===== src/skf_pkg.sv =====
// ----------------------------------------------------------------------------
// skf_pkg
// Shared widths, register indexes, reset values and controller states for
// the scalar kalman filter.
// ----------------------------------------------------------------------------
`default_nettype none

package skf_pkg;

  localparam int FRAC_BITS   = 16;
  localparam int SAMPLE_BITS = 13;
  localparam int COV_BITS    = 24;

  localparam int GAIN_BITS = FRAC_BITS + 1;
  localparam int EST_BITS  = SAMPLE_BITS + FRAC_BITS + 1;
  localparam int DIFF_BITS = EST_BITS + 1;
  localparam int ACC_BITS  = DIFF_BITS + 1;
  localparam int DEN_BITS  = COV_BITS + 1;
  localparam int CNT_BITS  = $clog2(GAIN_BITS);

  localparam int CFG_IDX_BITS = 2;

  localparam logic [CFG_IDX_BITS-1:0] REG_PROCESS_NOISE      = 2'd0;
  localparam logic [CFG_IDX_BITS-1:0] REG_MEASUREMENT_NOISE  = 2'd1;
  localparam logic [CFG_IDX_BITS-1:0] REG_INITIAL_COVARIANCE = 2'd2;

  localparam logic [COV_BITS-1:0] RST_PROCESS_NOISE      = COV_BITS'(6554);
  localparam logic [COV_BITS-1:0] RST_MEASUREMENT_NOISE  = COV_BITS'(655360);
  localparam logic [COV_BITS-1:0] RST_INITIAL_COVARIANCE = COV_BITS'(131072);

  localparam logic [GAIN_BITS-1:0] GAIN_ONE = GAIN_BITS'(1) << FRAC_BITS;

  typedef enum logic [2:0] {
    ST_IDLE,
    ST_PREP,
    ST_DIV,
    ST_MUL,
    ST_DONE
  } state_t;

endpackage

`default_nettype wire


===== src/scalar_kalman_filter.sv =====
// ----------------------------------------------------------------------------
// scalar_kalman_filter
// One-dimensional kalman filter: estimate and error covariance in fixed
// point, gain by a bit-serial restoring divider, updates by bit-serial
// shift-and-add multipliers.
// A sample taken in the idle state passes through a setup state, the
// divider state, the multiplier state and a result state before out_valid
// rises. The divider and multiplier are serial, one gain bit per cycle
// each; a new sample is taken only once the result state returns to idle,
// and the result state waits while an earlier result beat stalls.
// Reset: synchronous, clears the estimate, loads covariance 2.0 and the
// register defaults; the block is ready in the first cycle after reset.
// ----------------------------------------------------------------------------
`default_nettype none

module scalar_kalman_filter import skf_pkg::*; (
  input  wire logic                          clk,
  input  wire logic                          rst,
  input  wire logic                          cfg_valid,
  output      logic                          cfg_ready,
  input  wire logic [CFG_IDX_BITS-1:0]       cfg_index,
  input  wire logic [COV_BITS-1:0]           cfg_data,
  input  wire logic                          in_valid,
  output      logic                          in_ready,
  input  wire logic signed [SAMPLE_BITS-1:0] sample,
  input  wire logic                          restart,
  output      logic                          out_valid,
  input  wire logic                          out_ready,
  output      logic signed [SAMPLE_BITS-1:0] estimate,
  output      logic [GAIN_BITS-1:0]          gain
);

  state_t state, state_next;

  logic [COV_BITS-1:0] process_noise;
  logic [COV_BITS-1:0] measurement_noise;
  logic [COV_BITS-1:0] initial_covariance;

  logic signed [EST_BITS-1:0] est;
  logic [COV_BITS-1:0]        cov;

  logic signed [SAMPLE_BITS-1:0] smp;
  logic                          rs;

  logic [COV_BITS-1:0]  p;
  logic [DEN_BITS-1:0]  den;
  logic                 den_zero;
  logic [DEN_BITS-1:0]  rem;
  logic [GAIN_BITS-1:0] nbits;
  logic [GAIN_BITS-1:0] quo;
  logic [CNT_BITS-1:0]  cnt;

  logic [GAIN_BITS-1:0]        gsr;
  logic [GAIN_BITS-1:0]        hsr;
  logic [GAIN_BITS-1:0]        gain_hold;
  logic signed [DIFF_BITS-1:0] diff;
  logic signed [ACC_BITS-1:0]  eacc;
  logic [DEN_BITS-1:0]         cacc;

  logic in_fire, out_fire, cfg_fire;
  logic do_prep, do_div, do_mul, do_done;
  logic last;

  // setup arithmetic
  logic [COV_BITS-1:0]        p_base;
  logic signed [EST_BITS-1:0] est_base;
  logic [DEN_BITS-1:0]        p_sum;
  logic [COV_BITS-1:0]        p_sat;
  logic [DEN_BITS-1:0]        den_calc;
  logic signed [DIFF_BITS-1:0] smp_q;

  // divider step
  logic [DEN_BITS:0]      trial;
  logic                   qbit;
  logic [GAIN_BITS-1:0]   quo_next;
  logic [GAIN_BITS-1:0]   g_final;

  // multiplier step
  logic signed [ACC_BITS-1:0] eacc_sum;
  logic [DEN_BITS-1:0]        cacc_sum;

  // output formatting
  logic [EST_BITS-FRAC_BITS-1:0] trunc;

  assign in_fire  = in_valid && in_ready;
  assign out_fire = out_valid && out_ready;
  assign cfg_fire = cfg_valid && cfg_ready;
  assign last     = (cnt == CNT_BITS'(FRAC_BITS));

  // next state
  always_comb begin
    state_next = state;
    case (state)
      ST_IDLE: if (in_valid) state_next = ST_PREP;
      ST_PREP: state_next = ST_DIV;
      ST_DIV:  if (last) state_next = ST_MUL;
      ST_MUL:  if (last) state_next = ST_DONE;
      ST_DONE: if (!out_valid || out_ready) state_next = ST_IDLE;
      default: state_next = ST_IDLE;
    endcase
  end

  // controls
  always_comb begin
    in_ready  = 1'b0;
    cfg_ready = 1'b1;
    do_prep   = 1'b0;
    do_div    = 1'b0;
    do_mul    = 1'b0;
    do_done   = 1'b0;
    case (state)
      ST_IDLE: in_ready = 1'b1;
      ST_PREP: do_prep  = 1'b1;
      ST_DIV:  do_div   = 1'b1;
      ST_MUL:  do_mul   = 1'b1;
      ST_DONE: do_done  = !out_valid || out_ready;
      default: in_ready = 1'b0;
    endcase
  end

  always_ff @(posedge clk) begin
    if (rst) state <= ST_IDLE;
    else     state <= state_next;
  end

  // configuration registers
  always_ff @(posedge clk) begin
    if (rst) begin
      process_noise      <= RST_PROCESS_NOISE;
      measurement_noise  <= RST_MEASUREMENT_NOISE;
      initial_covariance <= RST_INITIAL_COVARIANCE;
    end else if (cfg_fire) begin
      case (cfg_index)
        REG_PROCESS_NOISE:      process_noise      <= cfg_data;
        REG_MEASUREMENT_NOISE:  measurement_noise  <= cfg_data;
        REG_INITIAL_COVARIANCE: initial_covariance <= cfg_data;
        default:                process_noise      <= process_noise;
      endcase
    end
  end

  // setup: restart, saturating predict, denominator, innovation
  always_comb begin
    p_base   = rs ? initial_covariance : cov;
    est_base = rs ? '0 : est;
    p_sum    = {1'b0, p_base} + {1'b0, process_noise};
    p_sat    = p_sum[COV_BITS] ? '1 : p_sum[COV_BITS-1:0];
    den_calc = {1'b0, p_sat} + {1'b0, measurement_noise};
    smp_q    = DIFF_BITS'(smp) <<< FRAC_BITS;
  end

  // restoring divider, one quotient bit a cycle
  always_comb begin
    trial    = {rem, nbits[GAIN_BITS-1]};
    qbit     = (trial >= {1'b0, den});
    quo_next = {quo[GAIN_BITS-2:0], qbit};
    g_final  = den_zero ? '0 : quo_next;
  end

  // shift-and-add multipliers, lsb of the multiplier first
  always_comb begin
    eacc_sum = eacc + (gsr[0] ? ACC_BITS'(diff) : '0);
    cacc_sum = cacc + (hsr[0] ? {1'b0, p} : '0);
  end

  always_ff @(posedge clk) begin
    if (rst) begin
      est <= '0;
      cov <= RST_INITIAL_COVARIANCE;
    end else begin
      if (in_fire) begin
        smp <= sample;
        rs  <= restart;
      end
      if (do_prep) begin
        p        <= p_sat;
        den      <= den_calc;
        den_zero <= (den_calc == '0);
        rem      <= DEN_BITS'(p_sat >> 1);
        nbits    <= {p_sat[0], {FRAC_BITS{1'b0}}};
        quo      <= '0;
        cnt      <= '0;
        est      <= est_base;
        diff     <= smp_q - DIFF_BITS'(est_base);
      end
      if (do_div) begin
        if (qbit) rem <= DEN_BITS'(trial - {1'b0, den});
        else      rem <= trial[DEN_BITS-1:0];
        nbits <= nbits << 1;
        quo   <= quo_next;
        if (last) begin
          cnt       <= '0;
          gain_hold <= g_final;
          gsr       <= g_final;
          hsr       <= GAIN_ONE - g_final;
          eacc      <= '0;
          cacc      <= '0;
        end else begin
          cnt <= cnt + 1'b1;
        end
      end
      if (do_mul) begin
        gsr <= gsr >> 1;
        hsr <= hsr >> 1;
        cnt <= cnt + 1'b1;
        if (last) begin
          est <= EST_BITS'(ACC_BITS'(est) + eacc_sum);
          cov <= cacc_sum[COV_BITS-1:0];
        end else begin
          eacc <= eacc_sum >>> 1;
          cacc <= cacc_sum >> 1;
        end
      end
    end
  end

  // truncate toward zero
  assign trunc = est[EST_BITS-1:FRAC_BITS]
               + (EST_BITS-FRAC_BITS)'(est[EST_BITS-1] && (|est[FRAC_BITS-1:0]));

  // result register
  always_ff @(posedge clk) begin
    if (rst) begin
      out_valid <= 1'b0;
    end else if (do_done) begin
      out_valid <= 1'b1;
    end else if (out_fire) begin
      out_valid <= 1'b0;
    end
    if (do_done) begin
      estimate <= trunc[SAMPLE_BITS-1:0];
      gain     <= gain_hold;
    end
  end

endmodule

`default_nettype wire


===== config.mk =====
export PLATFORM = sky130hd
export DESIGN_NAME = scalar_kalman_filter
export DESIGN_NICKNAME = d
export VERILOG_FILES = /design/src/skf_pkg.sv /design/src/scalar_kalman_filter.sv
export SDC_FILE = /design/constraint.sdc
export NUM_CORES = 1
export LEC_CHECK = 0
export BUFFER_PORTS_ARGS = -buffer_cell sky130_fd_sc_hd__buf_2
export CORE_ASPECT_RATIO = 1.4
export CORE_MARGIN = 5
export CORE_UTILIZATION = 35
export CTS_BUF_LIST = sky130_fd_sc_hd__clkbuf_4 sky130_fd_sc_hd__clkbuf_8 sky130_fd_sc_hd__clkbuf_16
export CTS_CLUSTER_SIZE = 20
export DETAILED_ROUTE_END_ITERATION = 10
export MAX_ROUTING_LAYER = met4
export PLACE_DENSITY = 0.57
export SETUP_SLACK_MARGIN = 0.05
export SYNTH_ARGS = -nofsm -noshare
export SYNTH_HDL_FRONTEND = slang
export SYNTH_SLANG_ARGS = --single-unit

===== constraint.sdc =====
create_clock -name clk -period 19.4 [get_ports clk]
set_clock_uncertainty 0.2 [all_clocks]
set_input_delay 0.97 -clock clk [delete_from_list [all_inputs] [get_ports clk]]
set_output_delay 0.97 -clock clk [all_outputs]
set_load 0.05 [all_outputs]

==> impl_metrics.csv <==
group,metric,value,unit
global_routing,grt_first_pass_wirelength,105000,um
synthesis,ys_ff_latch,410,
power_and_ir_drop,power.leakage,11.1,nW
sta,worst_hold_slack,217,ps
placement,placed_cells_incl_taps,3585,
synthesis,post-synth-top-area-fraction,33.7,%
outcome,outcome,"finished clean",
hold_path,timing.hold.worst.start,"gain_hold[1]$_DFFE_PP_",
sta,shortest_clock_period_the_worst_path_allows_after_layout,7630,ps
global_routing,grt_start_max_net_pins,86,
setup_path,worstReg2RegStart,"rs$_DFFE_PP_",
floorplanning,die_area,76900,um^2
floorplanning,io_pins,78,
clock_network,htree_levels,2,
layout,post_route_cells_drive_above_1_share,8.90,%
sta,report.final.setup_viol,0,
synthesis,number_of_enable_flip_flop_cells_after_synthesis,280,
clock_network,clk_root_buffer_cell,"sky130_fd_sc_hd__clkbuf_16",
layout,layout_nets,2914,
synthesis,share_of_the_yosys_chip_area_belonging_to_registers,44.1,%
synthesis,synth_largest_area_cell,"sky130_fd_sc_hd__edfxtp_1",
synthesis,netlist-cell-type-count,98,
floorplanning,start_util,35.1,%
placement,gp_congestion,0.952,
detailed_routing,vias_per_cell,5.33,
global_routing,grtUsageTotal,17.2,%
floorplanning,die_width,236,um
synthesis,synth_top_cells_by_area,"sky130_fd_sc_hd__edfxtp_1 (34%), sky130_fd_sc_hd__dfxtp_1 (10%), sky130_fd_sc_hd__ha_1 (8.9%)",
layout,finish.utilization,39.2,%
layout,num_antenna_cells,0,
synthesis,async_flop_share,0,%
layout,instances_no_fill,3664,
setup_path,cp.arrival,7890,ps
floorplanning,dieHeight,326,um
clock_network,cts_repair_resize_count,0,
detailed_routing,firstDrtPassIters,5,
clock_network,post_cts_buffers,0,
sta,setup_repair_after_global_routing_missed_its_margin,"no",
power_and_ir_drop,powerDensity,78.2,nW/um^2
synthesis,post_synth.cell_area_avg,9.43,um^2
synthesis,synth_warnings,0,
sta,finalSetupTns,0,ps
setup_path,critical_path.startpoint_type,"flip-flop",
detailed_routing,detail_route.drc_violations,0,
clock_network,clk-insertion-delay-late,590,ps
synthesis,ys_dominant_reg_cell,"sky130_fd_sc_hd__edfxtp_1",
setup_path,cp_data_required_time,19660,ps
hold_path,min_path_type,"reg2reg",
layout,area.growth.synth_to_final,11.4,%
detailed_routing,total_wire_length,66600,um
setup_path,crit_path_max_fanout,39,
setup_path,worst_setup_path_startpoint,"rs$_DFFE_PP_",
detailed_routing,ant_nets,0,
power_and_ir_drop,vdd_drop_max,0.0000476,V
clock_network,cts_inserted_buffers,43,
detailed_routing,detail_route.iter0.violations,1294,
detailed_routing,vias,19500,
global_routing,grt_remaining_overflow,0,
floorplanning,row_count,116,
detailed_routing,per_cell_routed_wire_length,18.2,um
global_routing,grt_pass1_vias,19800,
sta,worst_slew_margin_rel,16.3,%
sta,maxClockFrequency,131,MHz
run,cap_viol_max_count,0,
sta,final-max-slew-violation-count,0,
placement,numPortBuffers,76,
layout,num-fill-cells,7160,
setup_path,crit_path_end_kind,"flip-flop",
sta,hold_violations,0,
clock_network,clk_transition_reported_paths,70,ps
synthesis,syn-num-nets,2877,
placement,hpwl,49000,um
clock_network,cts_buffer_depth,3,
clock_network,clock_tree_from_tritoncts,"yes",
global_routing,antenna_found_initial,0,
setup_path,ws_path_type,"reg2reg",
sta,final.period_utilization,39.3,%
sta,worst-slew-pin-transition,1240,ps
floorplanning,core_region_area,71100,um^2
clock_network,clock-sinks,410,
synthesis,netlist_area,25000,um^2
clock_network,holdBufCountCts,0,
power_and_ir_drop,final_power,2.18,mW
synthesis,synth_cells,2649,
## layout make-up
type | instances | area, um^2 | share of cell area, %
inverter | 92 | 345 | 1.24
sequential | 410 | 11000 | 39.5
multi-input combinational | 2041 | 13300 | 47.7
clock buffer | 51 | 1210 | 4.35
tap | 944 | 1180 | 4.24
clock inverter | 28 | 273 | 0.980
timing repair buffer | 98 | 548 | 1.97
## cells in the final DEF, fill, tap and decap left out, drive strengths merged, types with 10 or more instances in the layout
master and count:
nand2 402, edfxtp 280, a21oi 273, ha 177, nor2 168, dfxtp 130
o21ai 100, buf 98, inv 96, xnor2 95, and2 83, a21o 64
xor2 61, nand3 51, clkbuf 51, nor3 49, o21a 49, nor2b 38
nand2b 36, a31oi 30, a22o 30, a211oi 29, mux2 25, or2 21
o21bai 20, o211ai 19, and3 17, a22oi 17, clkinv 17, or3 14
o31ai 13, nand4 13, nor4 11, o31a 10, a211o 10
## layer usage
metal  part of all wire [%]  track usage [%]  wire [um]  vias to the layer above
met1                     41             19.3      27500                     9388
met5                      0                -          0                        -
li1                       -                -          -                     9664
met3                    3.1             1.91       2050                      133
met2                     52             31.5      34700                      349
met4                    3.5             6.24       2360                        0
## worst paths after layout
kind,cells after the start,slack (ps),to
worst min register to register,0,220,gain[1]$_DFFE_PP_
worst min-delay path,0,220,gain[1]$_DFFE_PP_
worst max register to register,26,11770,den_zero$_DFFE_PP_
worst max-delay path,26,11770,den_zero$_DFFE_PP_
## logic make-up (layout without fill, tap and decap cells)
logic type / after synthesis / count (layout) / share of synthesized area, %
XOR/XNOR: 156 / 156 / 5.54
flip-flops: 410 / 410 / 44.1
AND/OR/NAND/NOR: 943 / 943 / 17.8
other: 1 / 1 / 0.0150
AO/OA/AOI/OAI: 729 / 729 / 18.8
adder cells (fa/ha/maj): 183 / 183 / 9.34
buffers and inverters: 198 / 269 / 3.13
multiplexers: 29 / 29 / 1.29
## power breakdown
group | switching (mW) | internal, mW
sequential | 0.0187 | 0.972
combinational | 0.191 | 0.120
clock | 0.371 | 0.504
## registers in the layout (all words and copies together), names as in the netlist, 24 cells and up
signal              count
p                      24
diff                   31
process_noise          24
eacc                   32
est                    30
rem                    25
cacc                   25
initial_covariance     24
cov                    24
measurement_noise      24
den                    25
## synthesized netlist by cell type, types with 38 or more instances
library cell,instances
sky130_fd_sc_hd__ha_1,177
sky130_fd_sc_hd__xnor2_1,95
sky130_fd_sc_hd__nor2b_1,38
sky130_fd_sc_hd__inv_1,90
sky130_fd_sc_hd__a21oi_1,271
sky130_fd_sc_hd__nand2_1,402
sky130_fd_sc_hd__nor2_1,168
sky130_fd_sc_hd__dfxtp_1,130
sky130_fd_sc_hd__o21ai_0,73
sky130_fd_sc_hd__clkbuf_1,97
sky130_fd_sc_hd__nand3_1,51
sky130_fd_sc_hd__o21a_1,47
sky130_fd_sc_hd__xor2_1,60
sky130_fd_sc_hd__a21o_1,62
sky130_fd_sc_hd__and2_1,82
sky130_fd_sc_hd__nor3_1,49
sky130_fd_sc_hd__edfxtp_1,280
## stage by stage
| step | setup slack (ps) | area (um^2) |
|---|---|---|
| after floorplan | 9470 | 25000 |
| after global placement | 11860 | 26400 |
| after detailed placement | 11740 | 26400 |
| after CTS | 11710 | 27800 |
| after global routing | 11320 | 27800 |
| final | 11770 | 27800 |
## critical path, stage by stage, from the launching register on
cell and delay [ps]:
sky130_fd_sc_hd__edfxtp_1 320, sky130_fd_sc_hd__buf_4 430, sky130_fd_sc_hd__mux2_2 400, sky130_fd_sc_hd__ha_1 210, sky130_fd_sc_hd__fa_1 400, sky130_fd_sc_hd__a21o_1 200, sky130_fd_sc_hd__a21oi_1 190, sky130_fd_sc_hd__nand2b_1 150
sky130_fd_sc_hd__o21ai_1 130, sky130_fd_sc_hd__o211ai_1 370, sky130_fd_sc_hd__o31ai_1 190, sky130_fd_sc_hd__a211oi_1 310, sky130_fd_sc_hd__o21bai_1 100, sky130_fd_sc_hd__buf_4 210, sky130_fd_sc_hd__nor2_1 240, sky130_fd_sc_hd__inv_1 120
sky130_fd_sc_hd__ha_1 310, sky130_fd_sc_hd__a211o_1 350, sky130_fd_sc_hd__a21oi_1 150, sky130_fd_sc_hd__o21ai_1 80, sky130_fd_sc_hd__xor2_1 150, sky130_fd_sc_hd__nor4b_1 460, sky130_fd_sc_hd__o2111ai_2 220, sky130_fd_sc_hd__or4_1 460
sky130_fd_sc_hd__or4b_1 540, sky130_fd_sc_hd__a2111oi_2 330, sky130_fd_sc_hd__and4bb_1 230
Note: power is estimated with default switching activity, not from simulation.
